[src/rtl/rbu_pkg.sv]
// Shared types, constants and channel blend functions for the 2x bilinear upscaler.
`default_nettype none
package rbu_pkg;

  localparam int PIX_W    = 24;
  localparam int CH_W     = 8;
  localparam int NUM_CH   = 3;
  localparam int COORD_W  = 11;
  localparam int CFG_W    = 11;
  localparam int REG_IDX_W = 1;
  localparam int OUT_DATA_W = 48;

  localparam int DEF_MAX_WIDTH  = 1024;
  localparam int DEF_MAX_HEIGHT = 1024;

  localparam logic [CFG_W-1:0] WIDTH_RESET  = 11'd1024;
  localparam logic [CFG_W-1:0] HEIGHT_RESET = 11'd1024;

  localparam logic [REG_IDX_W-1:0] REG_IMAGE_WIDTH  = 1'b0;
  localparam logic [REG_IDX_W-1:0] REG_IMAGE_HEIGHT = 1'b1;

  // One-hot codes of the four block kinds, lowest sent first.
  localparam logic [3:0] BLK_INNER  = 4'b0001;
  localparam logic [3:0] BLK_RIGHT  = 4'b0010;
  localparam logic [3:0] BLK_BOTTOM = 4'b0100;
  localparam logic [3:0] BLK_CORNER = 4'b1000;

  // Blocks that one source pixel completes.
  typedef struct packed {
    logic corner;
    logic bottom;
    logic right;
    logic inner;
  } blk_flags_t;

  // Truncating average of two pixels, per channel.
  function automatic logic [PIX_W-1:0] blend2(input logic [PIX_W-1:0] a,
                                              input logic [PIX_W-1:0] b);
    logic [PIX_W-1:0] res;
    logic [CH_W:0]    sum;
    res = '0;
    for (int ch = 0; ch < NUM_CH; ch++) begin
      sum = {1'b0, a[ch*CH_W +: CH_W]} + {1'b0, b[ch*CH_W +: CH_W]};
      res[ch*CH_W +: CH_W] = sum[CH_W:1];
    end
    return res;
  endfunction

  // Truncating average of four pixels, per channel.
  function automatic logic [PIX_W-1:0] blend4(input logic [PIX_W-1:0] a,
                                              input logic [PIX_W-1:0] b,
                                              input logic [PIX_W-1:0] d,
                                              input logic [PIX_W-1:0] e);
    logic [PIX_W-1:0] res;
    logic [CH_W+1:0]  sum;
    res = '0;
    for (int ch = 0; ch < NUM_CH; ch++) begin
      sum = {2'b00, a[ch*CH_W +: CH_W]} + {2'b00, b[ch*CH_W +: CH_W]}
          + {2'b00, d[ch*CH_W +: CH_W]} + {2'b00, e[ch*CH_W +: CH_W]};
      res[ch*CH_W +: CH_W] = sum[CH_W+1:2];
    end
    return res;
  endfunction

endpackage
`default_nettype wire

[src/rtl/rbu_emit.sv]
// Block sequencer: walks the completed blocks of one pixel and drives the output register.
`default_nettype none
module rbu_emit #(
  parameter int CW = $clog2(rbu_pkg::DEF_MAX_WIDTH),
  parameter int RW = $clog2(rbu_pkg::DEF_MAX_HEIGHT)
) (
  input  wire logic                        clk,
  input  wire logic                        rst,
  input  wire logic                        req_valid,
  output logic                             req_ready,
  input  wire rbu_pkg::blk_flags_t         req_flags,
  input  wire logic [CW-1:0]               req_col,
  input  wire logic [RW-1:0]               req_row,
  input  wire logic [rbu_pkg::PIX_W-1:0]   req_left_above,
  input  wire logic [rbu_pkg::PIX_W-1:0]   req_above,
  input  wire logic [rbu_pkg::PIX_W-1:0]   req_left,
  input  wire logic [rbu_pkg::PIX_W-1:0]   req_cur,
  output logic                             out_valid,
  input  wire logic                        out_ready,
  output logic [rbu_pkg::COORD_W-1:0]      out_x,
  output logic [rbu_pkg::COORD_W-1:0]      out_y,
  output logic [rbu_pkg::PIX_W-1:0]        out_pixel,
  output logic                             out_last
);

  localparam int XW = (CW + 1 > rbu_pkg::COORD_W) ? CW + 1 : rbu_pkg::COORD_W;
  localparam int YW = (RW + 1 > rbu_pkg::COORD_W) ? RW + 1 : rbu_pkg::COORD_W;

  logic                      job_valid;
  logic [3:0]                pend;
  logic [1:0]                sub;
  logic [CW-1:0]             col;
  logic [RW-1:0]             row;
  logic [rbu_pkg::PIX_W-1:0] left_above;
  logic [rbu_pkg::PIX_W-1:0] above;
  logic [rbu_pkg::PIX_W-1:0] left;
  logic [rbu_pkg::PIX_W-1:0] cur;

  logic [3:0]                blk;
  logic [3:0]                pend_next;
  logic                      emit;
  logic                      blk_end;
  logic                      job_done;
  logic                      take;
  logic [rbu_pkg::PIX_W-1:0] pa, pb, pd, pe;
  logic [rbu_pkg::PIX_W-1:0] pix;
  logic [CW-1:0]             bx;
  logic [RW-1:0]             by;
  logic [XW-1:0]             x_wide;
  logic [YW-1:0]             y_wide;

  // Lowest pending block goes first.
  assign blk       = pend & (~pend + 4'd1);
  assign pend_next = pend & ~blk;
  assign emit      = job_valid && (!out_valid || out_ready);
  assign blk_end   = emit && (sub == 2'd3);
  assign job_done  = blk_end && (pend_next == 4'd0);
  assign req_ready = !job_valid || job_done;
  assign take      = req_valid && req_ready;

  always_comb begin
    pa = cur;
    pb = cur;
    pd = cur;
    pe = cur;
    bx = col;
    by = row;
    case (blk)
      rbu_pkg::BLK_INNER: begin
        pa = left_above;
        pb = above;
        pd = left;
        bx = col - CW'(1);
        by = row - RW'(1);
      end
      rbu_pkg::BLK_RIGHT: begin
        pa = above;
        pb = above;
        by = row - RW'(1);
      end
      rbu_pkg::BLK_BOTTOM: begin
        pa = left;
        pd = left;
        bx = col - CW'(1);
      end
      default: begin
      end
    endcase
  end

  always_comb begin
    case (sub)
      2'd0:    pix = pa;
      2'd1:    pix = rbu_pkg::blend2(pa, pb);
      2'd2:    pix = rbu_pkg::blend2(pa, pd);
      default: pix = rbu_pkg::blend4(pa, pb, pd, pe);
    endcase
  end

  assign x_wide = XW'({bx, sub[0]});
  assign y_wide = YW'({by, sub[1]});

  always_ff @(posedge clk) begin
    if (rst) begin
      job_valid <= 1'b0;
      pend      <= 4'd0;
      sub       <= 2'd0;
    end else if (take) begin
      job_valid <= |req_flags;
      pend      <= req_flags;
      sub       <= 2'd0;
    end else if (emit) begin
      sub <= sub + 2'd1;
      if (blk_end) begin
        pend <= pend_next;
      end
      if (job_done) begin
        job_valid <= 1'b0;
      end
    end
  end

  always_ff @(posedge clk) begin
    if (take) begin
      col        <= req_col;
      row        <= req_row;
      left_above <= req_left_above;
      above      <= req_above;
      left       <= req_left;
      cur        <= req_cur;
    end
  end

  always_ff @(posedge clk) begin
    if (rst) begin
      out_valid <= 1'b0;
    end else if (emit) begin
      out_valid <= 1'b1;
    end else if (out_ready) begin
      out_valid <= 1'b0;
    end
  end

  always_ff @(posedge clk) begin
    if (emit) begin
      out_x     <= x_wide[rbu_pkg::COORD_W-1:0];
      out_y     <= y_wide[rbu_pkg::COORD_W-1:0];
      out_pixel <= pix;
      out_last  <= job_done;
    end
  end

  a_job_has_blocks: assert property (@(posedge clk) disable iff (rst)
    job_valid |-> (pend != 4'd0))
    else $error("active job with no pending block");

  a_new_job_starts_block: assert property (@(posedge clk) disable iff (rst)
    take |=> (sub == 2'd0))
    else $error("new job did not restart at the first output of a block");

  a_last_closes_block: assert property (@(posedge clk) disable iff (rst)
    (emit && job_done) |=> (out_valid && out_last && !job_valid || out_valid && out_last))
    else $error("final output of a job not flagged");

endmodule
`default_nettype wire

[config.mk]
export PLATFORM = sky130hd
export DESIGN_NAME = rbu_emit
export DESIGN_NICKNAME = d
export VERILOG_FILES = /design/src/rtl/rbu_pkg.sv /design/src/rtl/rbu_emit.sv
export SDC_FILE = /design/constraint.sdc
export NUM_CORES = 1
export LEC_CHECK = 0
export ABC_AREA = 1
export ABC_CLOCK_PERIOD_IN_PS = 5800
export BUFFER_PORTS_ARGS = -buffer_cell sky130_fd_sc_hd__buf_2
export CORE_UTILIZATION = 35
export DETAILED_ROUTE_END_ITERATION = 12
export PLACE_DENSITY_LB_ADDON = 0.25
export SETUP_SLACK_MARGIN = 0.5
export SLEW_MARGIN = 10
export SYNTH_ARGS = -nofsm -noshare
export SYNTH_HDL_FRONTEND = slang
export SYNTH_SLANG_ARGS = --single-unit
[constraint.sdc]
create_clock -name clk -period 5.8 [get_ports clk]
set_clock_uncertainty 0.15 [all_clocks]
set_input_delay 0.29 -clock clk [delete_from_list [all_inputs] [get_ports clk]]
set_output_delay 0.29 -clock clk [all_outputs]
set_load 0.1 [all_outputs]
Word level (Yosys, flattened, before mapping)
Index checks and enable logic that the tools add are counted.
- register bits: 171
- output and inout port bits: 49
- logic and storage cells: 77
- add/subtract/negate cells: 19
- eq/ne operators: 6
- mux-type cells: 14
- bitwise logic cells: 4
- reductions and logical operators: 20
- operator list (operator ; count):
    24-bit case mux with 3 select lines ; 2
    8-bit by 8-bit adder with 9-bit output ; 9
    24-bit 2-to-1 mux ; 2
    10-bit by 8-bit adder with 10-bit output ; 3
    9-bit by 8-bit adder with 10-bit output ; 3
    10-bit 2-to-1 mux ; 2
    10-bit by 1-bit subtractor with 10-bit output, second input constant ; 2
    4-bit 2-to-1 mux ; 3
    4-bit bitwise AND ; 2
    4-bit inverter ; 2
    2-bit nonzero test ; 4
    2-bit OR reduction ; 3
    1-bit 2-to-1 mux ; 5
    4-bit by 1-bit adder with 4-bit output, second input constant ; 1
    2-bit equality test, second input constant ; 2
    4-bit by 1-bit equality test with 1-bit output, second input constant ; 1
    4-bit by 2-bit equality test with 1-bit output, second input constant ; 1
    4-bit by 3-bit equality test with 1-bit output, second input constant ; 1
    1-bit logical AND ; 4
    4-bit logical NOT ; 1
    2-bit AND reduction ; 2
    4-bit OR reduction ; 1
    2-bit by 1-bit adder with 2-bit output, second input constant ; 1
    2-bit by 1-bit equality test with 1-bit output, second input constant ; 1
    other kinds (3) ; 5

Longest topological paths before layout
Gate-level depths: netlist (run 1).
- depth in word-level cells: 11
- mapped depth: 24

Worst setup path after synthesis (run 1)
No wires, ideal clock.
- path type: flip-flop to flip-flop
- start point: reg out_valid
- end point: reg above[0] (netlist name) (enable)
- library setup time: 0.471 ns
- arrival time: 4.449 ns
- data required time: 5.179 ns
- slack: 0.729 ns
- cell stages (with the launch flop): 8
- cells stage by stage: dfxtp_1 nand2_1 nand2_1 nor2_1 nand3_1 nand2_1 nand2_2 inv_1
- longest elaborated chain between the ends: 7
- RTL lines (what ; line ; text):
    from (decl) ; rbu_emit.sv:18 ; output logic out_valid,
    from (signal assigned) ; rbu_emit.sv:136 ; out_valid <= 1'b0;
    from (signal assigned) ; rbu_emit.sv:138 ; out_valid <= 1'b1;
    from (signal assigned) ; rbu_emit.sv:140 ; out_valid <= 1'b0;
    1-bit logical NOT ; rbu_emit.sv:55 ; assign emit = job_valid && (!out_valid || out_ready);
    1-bit logical OR ; rbu_emit.sv:55 ;
    1-bit logical AND ; rbu_emit.sv:55 ;
    1-bit logical AND ; rbu_emit.sv:56 ; assign blk_end = emit && (sub == 2'd3);
    1-bit logical AND ; rbu_emit.sv:57 ; assign job_done = blk_end && (pend_next == 4'd0);
    1-bit logical OR ; rbu_emit.sv:58 ; assign req_ready = !job_valid || job_done;
    via req_ready ; rbu_emit.sv:10 ; output logic req_ready,
    1-bit logical AND ; rbu_emit.sv:59 ; assign take = req_valid && req_ready;
    via take ; rbu_emit.sv:44 ; logic take;
    to (signal assigned) ; rbu_emit.sv:128 ; above <= req_above;
    to (decl) ; rbu_emit.sv:35 ; logic [rbu_pkg::PIX_W-1:0] above;
The timed path passes the listed nets, and every way through them passes these cells.
A chain may end at the register's enable or synchronous reset.

Worst setup path in the final report (run 1)
- start point: reg pend[1]
- end point: reg out_pixel[13] (netlist name) (data pin)
- longest elaborated chain between the ends: 10
- elaborated cells on any way between the ends: 17
- classes of those cells: add/sub (6); eq/ne (3); mux (4); bitwise (2); reduce/logical (2)
- RTL lines (what ; line ; text):
    from (decl) ; rbu_emit.sv:30 ; logic [3:0] pend;
    from (signal assigned) ; rbu_emit.sv:110 ; pend <= req_flags;
    from (signal assigned) ; rbu_emit.sv:115 ; pend <= pend_next;
    4-bit inverter ; rbu_emit.sv:53 ; assign blk = pend & (~pend + 4'd1);
    4-bit by 1-bit adder with 4-bit output ; rbu_emit.sv:53 ;
    4-bit bitwise AND (*) ; rbu_emit.sv:53 ;
    4-bit by 2-bit equality test with 1-bit output / 4-bit by 1-bit equality test with 1-bit output (equally long branches) ; rbu_emit.sv:68 ; case (blk)
    2-bit OR reduction (no source line) ; n/a ;
    24-bit 2-to-1 mux ; rbu_emit.sv:68 ;
    8-bit by 8-bit adder with 9-bit output ; rbu_pkg.sv:43, rbu_pkg.sv:58 ;
    9-bit by 8-bit adder with 10-bit output ; rbu_pkg.sv:59 ; + {2'b00, d[ch*CH_W +: CH_W]} + {2'b00, e[ch*CH_W +: CH_W]};
    10-bit by 8-bit adder with 10-bit output ; rbu_pkg.sv:59 ;
    24-bit case mux with 3 select lines (*) ; rbu_emit.sv:92 ; case (sub)
    via pix, one bit ; rbu_emit.sv:46 ; logic [rbu_pkg::PIX_W-1:0] pix;
    to (signal assigned) ; rbu_emit.sv:148 ; out_pixel <= pix;
    to (decl) ; rbu_emit.sv:22 ; output logic [rbu_pkg::PIX_W-1:0] out_pixel,
Mark *: on every way through the listed nets, which the timed path passes. The rest lies on a longest branch.

==> results of run 1 <==
## Yosys cell counts, types with 2 or more instances
| cell | number |
|---|---|
| sky130_fd_sc_hd__a211oi_1 | 5 |
| sky130_fd_sc_hd__ha_1 | 47 |
| sky130_fd_sc_hd__buf_6 | 2 |
| sky130_fd_sc_hd__o22ai_1 | 2 |
| sky130_fd_sc_hd__inv_1 | 176 |
| sky130_fd_sc_hd__edfxtp_1 | 163 |
| sky130_fd_sc_hd__buf_4 | 2 |
| sky130_fd_sc_hd__xor2_1 | 20 |
| sky130_fd_sc_hd__clkbuf_1 | 19 |
| sky130_fd_sc_hd__o211ai_1 | 3 |
| sky130_fd_sc_hd__inv_2 | 3 |
| sky130_fd_sc_hd__dfxtp_1 | 8 |
| sky130_fd_sc_hd__o21bai_1 | 2 |
| sky130_fd_sc_hd__nand3b_1 | 3 |
| sky130_fd_sc_hd__xnor2_1 | 12 |
| sky130_fd_sc_hd__o2111ai_1 | 5 |
| sky130_fd_sc_hd__nand3_1 | 54 |
| sky130_fd_sc_hd__nand2_1 | 288 |
| sky130_fd_sc_hd__buf_1 | 4 |
| sky130_fd_sc_hd__a21oi_1 | 47 |
| sky130_fd_sc_hd__nand2_4 | 2 |
| sky130_fd_sc_hd__mux2i_1 | 6 |
| sky130_fd_sc_hd__nor2_1 | 59 |
| sky130_fd_sc_hd__fa_1 | 51 |
| sky130_fd_sc_hd__o21ai_0 | 122 |
| sky130_fd_sc_hd__a31oi_1 | 4 |
| sky130_fd_sc_hd__or2_2 | 5 |
| sky130_fd_sc_hd__a21o_1 | 4 |
| sky130_fd_sc_hd__nor3_1 | 8 |
| sky130_fd_sc_hd__o21ai_1 | 3 |
| sky130_fd_sc_hd__buf_2 | 8 |
| sky130_fd_sc_hd__a21boi_0 | 2 |
| sky130_fd_sc_hd__nand4_1 | 2 |
## worst min path at each step
stage | slack [ns] | cells past startpoint | from | to
CTS | 0.003 | 4 | out_ready | out_valid
finish | 0.01 | 4 | out_ready | out_valid
detailed placement | 0.32 | 1 | req_row[5] | row[5]
floorplan | 0.21 | 1 | rst | job_valid
global placement | 0.32 | 1 | req_row[9] | row[9]
global route | 0.02 | 4 | out_ready | out_valid
## routing by layer
metal  share of wire  global-route usage  vias up
li1                -                   -     4379
met1            0.49               0.280     3980
met2            0.44               0.286      272
met3           0.055              0.0338       24
met4           0.014              0.0556        0
met5               0                   0        -
## through the flow
stage	instance area [um2]	setup WS, ns	hold WS (ns)	util
final	13800	0.990	0.00951	0.459
after global routing	13800	0.638	0.0176	0.459
after CTS	13800	1.00	0.00307	0.459
after detailed placement	12000	1.01	0.318	0.402
after global placement	12000	1.12	0.316	0.402
after floorplan	10800	0.729	0.209	-
## timing repair
| item | 4_1_cts | 5_1_grt |
|---|---|---|
| endpoints found under the setup margin | 0 | 0 |
| hold buffers | 119 | 0 |
| hold endpoints to repair | 118 | 0 |
## worst max-delay path: stages, from the launching register on
cell                        delay, ns
sky130_fd_sc_hd__dfxtp_1         0.52
sky130_fd_sc_hd__inv_2           0.11
sky130_fd_sc_hd__nand2_4         0.33
sky130_fd_sc_hd__nor2_4          0.07
sky130_fd_sc_hd__inv_2           0.36
sky130_fd_sc_hd__o2111ai_1       0.19
sky130_fd_sc_hd__o21ai_0         0.10
sky130_fd_sc_hd__inv_1           0.11
sky130_fd_sc_hd__fa_1            0.51
sky130_fd_sc_hd__inv_1           0.05
sky130_fd_sc_hd__fa_1            0.53
sky130_fd_sc_hd__inv_1           0.07
sky130_fd_sc_hd__fa_1            0.45
sky130_fd_sc_hd__a21oi_1         0.17
sky130_fd_sc_hd__o21ai_0         0.14
sky130_fd_sc_hd__nand2_1         0.08
sky130_fd_sc_hd__nand2_1         0.06
sky130_fd_sc_hd__a21oi_1         0.20
sky130_fd_sc_hd__xor2_1          0.16
sky130_fd_sc_hd__nand2_1         0.06
sky130_fd_sc_hd__nand2_1         0.07
sky130_fd_sc_hd__inv_1           0.04
## kinds of logic (layout without fill, tap and decap cells)
group	count (synthesis)	after routing	synth area share
muxes	6	6	0.00558
and+or+nand+nor	431	431	0.167
DFF	171	171	0.470
adders and majority gates	98	98	0.150
AOI/OAI and AO/OA	204	204	0.104
xor gates and xnor gates	32	32	0.0260
buffers and inverters	216	513	0.0786
## cell type report
class                           instances  area (um2)  area share
Sequential cell                       171        5050       0.367
Multi-Input combinational cell        771        4860       0.353
Timing Repair Buffer                  300        2130       0.155
Inverter                              181         684      0.0497
Tap cell                              390         488      0.0355
Clock buffer                           20         437      0.0317
Clock inverter                         12         108     0.00782
## state kept, by name, indices dropped and copies added (netlist names), 11 cells and up
signal / count
left: 24
out_x: 11
above: 24
out_pixel: 24
out_y: 11
left_above: 24
cur: 24
## power by group through the flow
stage	logic, W	registers (W)	clock network (W)
5_1_grt	0.00229	0.00152	0.00116
4_1_cts	0.00201	0.00151	0.00112
3_5_place_dp	0.00194	0.00154	0
2_1_floorplan	0.00128	0.00174	0
3_3_place_gp	0.00191	0.00154	0
6_report	0.00202	0.00151	0.00109
==> results by stage, run 1 <==
Outcome:
- The flow ran to the end, and the final reports show no timing, DRC or antenna violations.

Floorplanning:
- The die is 177 um tall.
- During I/O placement, the number of pins put on the boundary was 173.
- The total area inside the core boundary comes to about 0.030 mm2.
- The initial core utilization is 0.359.
- The chip width is about 180 um.
- The die covers between 0.03 and 0.04 mm2.
- The placement row count is 63.

Worst setup path:
- The worst register-to-register path has a setup slack of 0.99 ns.
- The data arrival at the endpoint of the critical path is 4.86 ns.
- The startpoint of the most critical register-to-register path is pend[1].
- The critical path startpoint is pend[1].
- STA classifies the critical path startpoint as a flop.
- The critical path ends at out_pixel[13].
- The depth of the worst register-to-register path is 21.
- The required time of the worst setup path is about 5.9 ns.
- The endpoint class of the critical path is a flop.
- Of all nets on the critical path, the largest fanout is 35.
- The worst register-to-register path ends at out_pixel[13].
- The path type of the worst setup path is flop to flop.

Clock network:
- The clock tree from TritonCTS is built.
- At the later pin of the worst-skew pair, clock insertion delay measures between 0.4 and 0.5 ns.
- Clock tree synthesis inserted a total of 17 buffers.
- The clock net sink count is 171.
- The tree is rooted in a sky130_fd_sc_hd__clkbuf_16.
- After clock tree synthesis, the clock-pin slew on the worst setup and hold paths is roughly 0.070 ns.
- Post-CTS repair changed the size of 0 cells.
- The deepest clock path buffer count is 2.
- The count of buffers added by post-CTS timing repair for setup is 0.
- The H-tree was split into 4 levels.

Final layout:
- The filler cells instantiated in the layout total around 2900.
- From synthesis to final layout, the design area changed by 27.9%.
- In the final layout, the share of cells above drive strength 1 is 0.160.
- The net count of the finished layout is 1664.
- The number of antenna diodes in the final layout is 0.
- The leading cell type in the layout, fill and taps excluded is sky130_fd_sc_hd__nand2_1.
- The library cells used most frequently in the layout, excluding fill and tap cells, are sky130_fd_sc_hd__nand2_1, sky130_fd_sc_hd__inv_1, sky130_fd_sc_hd__buf_2.
- The number of standard cells in the layout, taps in and fillers out is 1845.

Detailed routing:
- The DRC violation total after the first TritonRoute iteration is slightly above 600.
- The post-route antenna net violation count is 0.
- In the routed design, unresolved DRC markers number 0.
- The number of vias after detailed routing is roughly 8700.
- In the routed layout, each cell is associated on average with a via count of ~4.7.
- The routed design has 29.2 mm of wire.
- In the final routed layout, each cell accounts on average for approximately 16 um.
- The first-pass detailed-route iteration total is 6.

Place:
- The count of buffers added on input and output ports is roughly 170.
- The half-perimeter wire length of the detailed placement result is roughly 22 mm.
- Including well taps, the total number of placed cells is 1694.
- The final weighted congestion of routability-driven global placement is 0.893.

Synth:
- The number of synthesized flops with an enable pin is 163.
- The Yosys step of the flow raised 0 warnings.
- The share of the synthesized area in the top cell type is 0.455.
- The dominant synthesized flop cell is sky130_fd_sc_hd__edfxtp_1.
- The netlist area before placement is between 0.01 and 0.015 mm2.
- For this run, asynchronously set or reset flops after synthesis account for 0.
- In this run, distinct cell masters in the synthesized netlist total 50.
- The sequential fraction of the synthesis area is 0.470.
- The synthesized design contains between 150 and 200 register bits.
- By area the synthesized netlist is led by sky130_fd_sc_hd__edfxtp_1, sky130_fd_sc_hd__nand2_1, sky130_fd_sc_hd__fa_1, sky130_fd_sc_hd__inv_1, sky130_fd_sc_hd__o21ai_0.
- The post-synth net total is around 1400.
- A synthesized cell averages between 9 and 10 um2.
- Summed over all instances, the cell type with the most area after synthesis is sky130_fd_sc_hd__edfxtp_1.
- The cell count after synthesis is ~1200.

STA:
- At the pin with the least slew margin, the transition time is 1.13 ns.
- In this run the tightest slew margin relative to its limit is 0.245.
- Based on the critical path, the design can be clocked at up to 208 MHz.
- Setup repair after global routing left no endpoint under its margin.
- Setup total negative slack on the finished layout was measured at 0 ns.
- The number of pins exceeding their max-slew limit in the final report is 0.
- For the finished layout, the period the worst path requires is roughly 4.8 ns.
- The final hold violation count was 0.
- The final count of negative-setup-slack endpoints is 0.
- Dividing the final minimum period by the clock period gives 0.829.

Job:
- Max-cap violations in this run came to 0.

Pwr:
- The proportion of power drawn by flip-flops and latches is 0.327.
- The power density of the placed cells is about 340 mW/mm2.
- The combinational group share of total power is 0.438.
- Summed over all nets, the switching power comes to roughly 0.0019 W.
- The leakage power summed over all cells is between 6 and 7 nW.
- Of the total power, the clock network draws 0.235.
- The internal power of the cells totals about 0.0028 W.
- The total power consumption of the routed design is 0.00462 W.
- Of the total power, the share spent switching nets is 0.404.
- The maximum VDD drop is between 0.2 and 0.25 mV.

GRT:
- The number of antenna violations at the first check in global routing is 0.
- For this run, the total global-route usage over all layers was measured as 0.191.
- The global-route wire length before repair is approximately 45 mm.
- The via count of the first global-routing pass is 8549.
- The maximum number of pins on one net before global-route repair is between 60 and 70.
- The remaining global-route overflow is 0.

Hold path:
- The class of the worst hold path is input port to flop.
Power figures use the tool's default switching activity.
==> run 2, diff against run 1 <==
Settings changed: ABC_CLOCK_PERIOD_IN_PS 5800 to 4500.
Clock period 5.8 ns to 4.5 ns, I/O delays scaled along.
==> run 2 against run 1 <==
Sequential cell count unchanged. Routed wire length up 2.0%. Total power up 38%. Largest power group unchanged.
==> results by stage, run 2 (same netlist as run 1, synthesis figures left out) <==
Floorplanning:
- Row generation in the floorplan step produced 63 rows.
- The die covers approximately 0.031 mm2.
- From bottom edge to top edge, the die measures between 150 and 200 um.
- The I/O pin total is 173.
- The chip width is ~180 um.
- The core region area is between 0.02 and 0.03 mm2.
- For this configuration, the core starts out at a cell density of 0.359.

Clock network:
- The clock tree from TritonCTS is built.
- The number of clock buffers added by TritonCTS is 17.
- Clock tree synthesis found a total of 171 sinks.
- The CTS root buffer is sky130_fd_sc_hd__clkbuf_16.
- The longest clock path from root to sink contains 2 buffers.
- For the worst-skew pair, the clock arrives at the later sink with an insertion delay of ~0.44 ns.
- The number of levels in the clock H-tree is 4.
- After clock tree synthesis, the clock-pin slew on the worst setup and hold paths is approximately 0.070 ns.

Place:
- In this run, placement finished with an instance count of 1709.
- The half-perimeter wire length of the detailed placement result is approximately 21 mm.
- The final weighted congestion of routability-driven global placement is 0.910.
- The post-placement setup slack is 0.190 ns.
- The count of port buffers added during placement is approximately 170.

STA:
- The final critical-path required period is 3.87 ns.
- The final count of negative-setup-slack endpoints is 0.
- The number of pins exceeding their max-slew limit in the final report came to 0.
- In the final timing run, aggregate negative setup slack is 0 ns.
- Measured against its own limit, the worst slew margin works out to 0.169.
- Setup repair after global routing could not meet its margin everywhere.
- The maximum achievable frequency is about 260 MHz.
- At the pin with the least slew margin, the transition time is about 1.2 ns.
- The final hold violation count is 0.
- The post-route worst setup slack is between 0.6 and 0.7 ns.
- The post-route clock period utilization is 0.861.

Final layout:
- The final core utilization is 0.482.
- In the layout the commonest cells are sky130_fd_sc_hd__nand2_1, sky130_fd_sc_hd__buf_2, sky130_fd_sc_hd__inv_1, sky130_fd_sc_hd__edfxtp_1, sky130_fd_sc_hd__dlygate4sd3_1.
- The final layout contains roughly 1700 nets.
- The post-synthesis to final-layout area growth is 34.1%.
- The number of antenna diodes in the final layout is 0.
- The fraction of final layout cells with drive strength greater than 1 is 0.219.
- The library cell used most frequently in the layout, excluding fill and tap cells, is sky130_fd_sc_hd__nand2_1.
- After the flow finishes, the layout carries non-filler instances totaling between 1500 and 2000.

Outcome:
- The flow ran to the end, and the final reports show no timing, DRC or antenna violations.

GRT:
- The via count of the first global-routing pass is between 8000 and 9000.
- The first global-routing pass estimated roughly 46 mm of wire.
- The total overflow left after global routing is 0.
- After global routing, the most crowded layer is met2.
- For met2 alone, demand over resource in global routing was 0.322.
- For this run, global-route usage on met3 was measured as 0.0268.
- The global router's overall resource usage is 0.192.
- The fraction of met1 tracks used by global routing is 0.255.
- The number of antenna violations at the first check in global routing is 0.
- Entering global routing, the biggest net connects slightly below 100 pins.

Pwr:
- The maximum VDD drop is between 0.2 and 0.3 mV.
- The total power consumption of the routed design is between 0.006 and 0.007 W.
- Power spread over the standard cell area amounts to 441 mW/mm2.
- The leakage power summed over all cells is approximately 6.4 nW.

Worst setup path:
- In this run the worst path has a maximum fanout of 7.
- For the worst setup path, the data required time is approximately 4.5 ns.
- The cell that appears most often on the critical path is sky130_fd_sc_hd__nand2_1.
- The critical path contains buffers and inverters numbering 5 combined.
- At the worst endpoint, the arrival time is 3.91 ns.
- The cell family contributing the most delay on the critical path is adder cells.
- The critical path startpoint category is a flop.
- The critical path goes through nor2_4 -> buf_12 -> buf_4 -> o21ai_0 -> nand3_1 -> o21ai_4 -> inv_2 -> fa_1 -> inv_1 -> fa_1 -> inv_2 -> ha_4 -> a21o_1 -> a31oi_1 -> nand2_1 -> nand2_1 -> nand2_2 -> nand2_1 -> nand2_1 -> nor2_2 -> a21oi_2.
- The slowest stage of the critical path is the sky130_fd_sc_hd__fa_1 cell.
- The critical path in this run is classified as flop to flop.
- The endpoint class of the critical path is a flop.
- On the worst path, the slowest cell contributes a delay of about 0.52 ns.

Detailed routing:
- The DRC violation count after routing is 0.
- In the final routed layout, each cell accounts on average for 15.8 um.
- The first routing iteration left ~450 violations.
- For this run, the detailed router's first-pass iteration total came to 5.
- The final layout contains routed wiring with a total length of approximately 30 mm.
- The ratio of routed vias to standard cells is between 4 and 5.
- The post-route antenna net violation count is 0.
- Summing over every cut layer, the via total after detailed routing is 9072.

Hold path:
- The class of the worst hold path is input port to flop.

Job:
- The number of max-cap violations is 0.
[run 2: cell count changes in the layout (fill, tap and decap cells not counted), sizes merged]
cell / change
bufinv: +2
clkbuf: -2
clkinvlp: +2
clkinv: -1
dlygate4sd3: +4
buf: +36
[run 2: repair_timing]
| action | in CTS | in global routing |
|---|---|---|
| setup endpoints to repair | 13 | 14 |
| gates cloned | 0 | 1 |
| setup buffers | 2 | 19 |
| hold buffers | 123 | 0 |
| pin swaps | 3 | 23 |
| gates resized for setup | 14 | 61 |
| hold endpoints to repair | 123 | 0 |
[run 2: path summary, 6_finish.rpt]
kind | startpoint | to | slack (ns) | depth (start not counted)
worst max register to register | pend[0] | out_pixel[14] | 0.63 | 21
worst max-delay path | pend[0] | out_pixel[14] | 0.63 | 21
worst min register to register | pend[3] | pend[3] | 0.33 | 2
worst min-delay path | req_flags[2] | pend[2] | 0.02 | 3
[run 2: report_power, final]
| group | internal [W] | total, W | switching (W) | leakage (nW) |
|---|---|---|---|---|
| combinational | 0.00113 | 0.00292 | 0.00179 | 4.52 |
| sequential | 0.00188 | 0.00195 | 0.0000626 | 1.62 |
| clock | 0.000831 | 0.00149 | 0.000661 | 0.283 |
| total | 0.00385 | 0.00636 | 0.00251 | 6.42 |
[run 2: area by class of cell]
class                   instances  area, um2
fillers                      2846      15500
multi-input cells             771       5100
flip-flops and latches        171       5070
repair buffers                340       2480
inverters                     181        701
well taps                     390        488
clock buffers                  18        429
clock inverters                14        159
repair inverters                1       8.76
[run 2: per-layer routing]
metal | wire length, um | part of all wire | up-vias
met5 | 0 | 0 | -
met4 | 591 | 0.020 | 0
met3 | 1450 | 0.049 | 32
met2 | 14400 | 0.48 | 253
met1 | 13300 | 0.45 | 4318
li1 | - | - | 4469
[run 2: worst min-delay path, delay by kind of cell]
family                 cells  cell delay, ns
AOI/OAI and AO/OA          2            0.24
buffers and inverters      1            0.09
[run 2: through the flow]
| stage | instance area (um2) | hold WS [ns] |
|---|---|---|
| final | 14400 | 0.0178 |
| after global routing | 14400 | 0.0206 |
| after CTS | 14100 | 0.00821 |
| after detailed placement | 12200 | 0.253 |
| after global placement | 12200 | 0.251 |
| after floorplan | 10800 | 0.134 |
==> run 3, diff against run 2 <==
Settings changed: CORE_UTILIZATION 35 to 30.
==> run 3 against run 2 <==
Highest routed layer unchanged. Critical path depth decreased by 2. Hold slack improved by 0.13 ns. Final cell count increased by 3.8%. Setup slack got worse by 0.053 ns. Via count about the same. Sequential power about the same. Sequential share of layout area decreased by 0.38 points. Core utilization decreased by 6.4 points. Non-clock buffer count increased by 6. Largest cell class unchanged.
==> results by stage, run 3 (same netlist as run 1, synthesis figures left out) <==
STA:
- The final hold violation count is 0.
- Of the available clock period, the critical path in the final layout requires 0.873.
- The relative slew slack is 0.187.
- The final critical-path required period is between 3 and 4 ns.
- The number of pins exceeding their max-slew limit in the final report was 0.
- The final count of negative-setup-slack endpoints is 0.
- Adding up every negative setup slack in the final design gives 0 ns.
- Static timing analysis puts the maximum clock frequency at about 250 MHz.
- Setup repair after global routing could not meet its margin everywhere.
- The post-route worst setup slack is about 0.57 ns.
- On the final layout, the worst hold slack is between 0.15 and 0.2 ns.
- At the pin with the least slew margin, the transition time is 1.22 ns.

Pwr:
- The share of total power dissipated in sequential elements is 0.298.
- Internal power comes to between 0.003 and 0.004 W.
- The proportion of total power due to net switching is 0.401.
- The power spent charging and discharging nets is between 0.002 and 0.003 W.
- The combinational group share of total power is 0.461.
- The power density of the placed cells is ~450 mW/mm2.
- The analysis attributes to cell leakage a power of roughly 6.5 nW.
- Of the total power, the clock network draws 0.240.
- Across the VDD grid, the largest voltage drop is 0.298 mV.

GRT:
- The number of antenna violations at the first check in global routing is 0.
- Entering global routing, the biggest net connects 102 pins.
- Global routing finished with a remaining overflow of 0.
- The global router's overall resource usage is 0.167.
- The via count of the first global-routing pass is around 9100.
- The first global-routing pass estimated between 40 and 50 mm of wire.

Floorplanning:
- Measured along the y axis, the die boundary spans between 150 and 200 um.
- The I/O pin total is between 150 and 200.
- The die covers between 0.03 and 0.04 mm2.
- The die is roughly 190 um wide.
- The initial core utilization is 0.308.
- The core region area is around 0.035 mm2.
- Row generation in the floorplan step produced between 60 and 70 rows.

Final layout:
- In the layout the commonest cells are sky130_fd_sc_hd__nand2_1, sky130_fd_sc_hd__buf_2, sky130_fd_sc_hd__edfxtp_1.
- The final cell area excluding filler cells is 0.0146 mm2.
- The fraction of final layout cells with drive strength greater than 1 is 0.221.
- From synthesis to final layout, the design area changed by 35.6%.
- The leading cell type in the layout, fill and taps excluded is sky130_fd_sc_hd__nand2_1.
- The post-layout net count is about 1700.
- Excluding fillers, the count of instances in the completed layout stands at a little under 2000.

Worst setup path:
- The endpoint class of the critical path is a flop.
- The data arrival at the endpoint of the critical path is approximately 4.0 ns.
- The worst register-to-register path begins at pend[0].
- The maximum cell stage delay along the critical path is between 0.5 and 0.6 ns.
- STA classifies the critical path startpoint as a flop.
- Walking the worst path, the cells encountered are inv_4 -> nand2_4 -> nor2_4 -> clkinv_4 -> buf_8 -> buf_6 -> o21ai_2 -> inv_1 -> fa_1 -> fa_1 -> inv_2 -> fa_2 -> o21ai_2 -> nand2_1 -> nand2_1 -> a21oi_2 -> xor2_1 -> o22ai_1 -> inv_1.
- In this run the worst path has a maximum fanout of 9.
- The cell family with the largest share of critical-path delay is adder cells.
- For the worst setup path, the data required time is ~4.6 ns.
- The path type of the worst setup path is flop to flop.
- The cell with the largest stage delay on the worst path is sky130_fd_sc_hd__fa_1.
- The worst path buffer plus inverter count is 7.
- Tracing the worst setup path back leads to its startpoint at pend[0].

Clock network:
- For the worst-skew pair, the clock arrives at the later sink with an insertion delay of 0.45 ns.
- No sink is reached through more buffers than the 2 on the longest clock path.
- The clock tree synthesis step divided the H-tree into 4 levels.
- The clock net sink count is about 170.
- The CTS root buffer is sky130_fd_sc_hd__clkbuf_16.
- TritonCTS built the clock tree.
- Counting the buffers created by CTS gives 17.
- Clock-pin slew was measured on the worst setup and hold paths at around 0.08 ns.

Detailed routing:
- The mean routed wirelength per cell is 15.5 um.
- Dividing the detail-routed via count by the number of cells gives between 4 and 5.
- The DRC violation count after routing is 0.
- The final route contains 9069 vias.
- Wires add up to 30.4 mm.
- The DRC violation total after the first TritonRoute iteration is 477.
- The first-pass detailed-route iteration total is 5.
- Once detail routing completed, the nets flagged for antenna violations numbered 0.

Place:
- The post-placement setup slack is between 0.09 and 0.1 ns.
- The half-perimeter wire length of the detailed placement result is roughly 22 mm.
- After detailed placement, the design holds a cell count of ~1800.
- At the end of routability-driven placement, the weighted congestion stood at between 0.8 and 0.9.
- The count of port buffers added during placement is ~170.
- The placed instances occupy a cell area of 0.0123 mm2.

Hold path:
- The path class of the tightest hold or removal check is input port to flop.
- The hold path startpoint is out_ready.

Job:
- The number of max-cap violations is 0.

Outcome:
- The flow ran to the end, and the final reports show no timing, DRC or antenna violations.
## run 3: cell types whose count changed in the layout (fill, tap and decap cells not counted), moves of 3 or more
| cell | change |
|---|---|
| sky130_fd_sc_hd__a21oi_2 | -3 |
| sky130_fd_sc_hd__inv_1 | -3 |
| sky130_fd_sc_hd__inv_2 | +3 |
| sky130_fd_sc_hd__nor2_1 | +3 |
| sky130_fd_sc_hd__nor2_2 | -3 |
| sky130_fd_sc_hd__o21ai_0 | -4 |
| sky130_fd_sc_hd__o21ai_1 | +3 |
## run 3: routing by layer
layer	wire, um	global-route usage	vias up	part of all wire
met2	15300	0.293	253	0.50
met5	0	0	-	0
met3	1380	0.0318	42	0.045
met4	612	0.0559	0	0.020
met1	13100	0.205	4285	0.43
li1	-	-	4489	-
## run 3: power by group through the flow
stage	sequential (W)	clock, W	combinational [W]
3_3_place_gp	0.00198	0	0.00248
2_1_floorplan	0.00224	0	0.00168
3_5_place_dp	0.00198	0	0.00252
4_1_cts	0.00194	0.00162	0.00264
5_1_grt	0.00196	0.00167	0.00336
6_report	0.00194	0.00157	0.00301
## run 3: timing repair
action,in CTS,in global routing
endpoints found under the hold margin,124,0
pin swaps,2,33
hold buffers,124,0
gates resized for setup,15,68
setup buffers,3,25
endpoints found under the setup margin,15,11
## run 3: stage by stage
stage,utilization,power (W)
final,0.418,0.00652
after global routing,0.418,0.00699
after CTS,0.407,0.00620
after detailed placement,0.352,0.00450
after global placement,0.352,0.00446
after floorplan,-,0.00392
## run 3: area by class of cell
type,count,area [um2]
multi-input cells,771,5080
clock buffers,17,425
repair buffers,346,2550
well taps,455,569
clock inverters,15,195
diodes,1,2.50
inverters,181,698
flip-flops and latches,171,5070
fillers,3451,20300
## run 3: final timing paths
check,to,slack (ns),cells past startpoint
worst max-delay path,out_pixel[21],0.57,19
worst min-delay path,sub[1],0.15,6
worst max register to register,out_pixel[21],0.57,19
worst min register to register,out_x[0],0.35,0
## run 3: worst min-delay path: cells and delay by family
kind	cells	cell delay (ns)
AOI/OAI and AO/OA	1	0.06
buffers and inverters	2	0.11
and+or+nand+nor	3	0.31
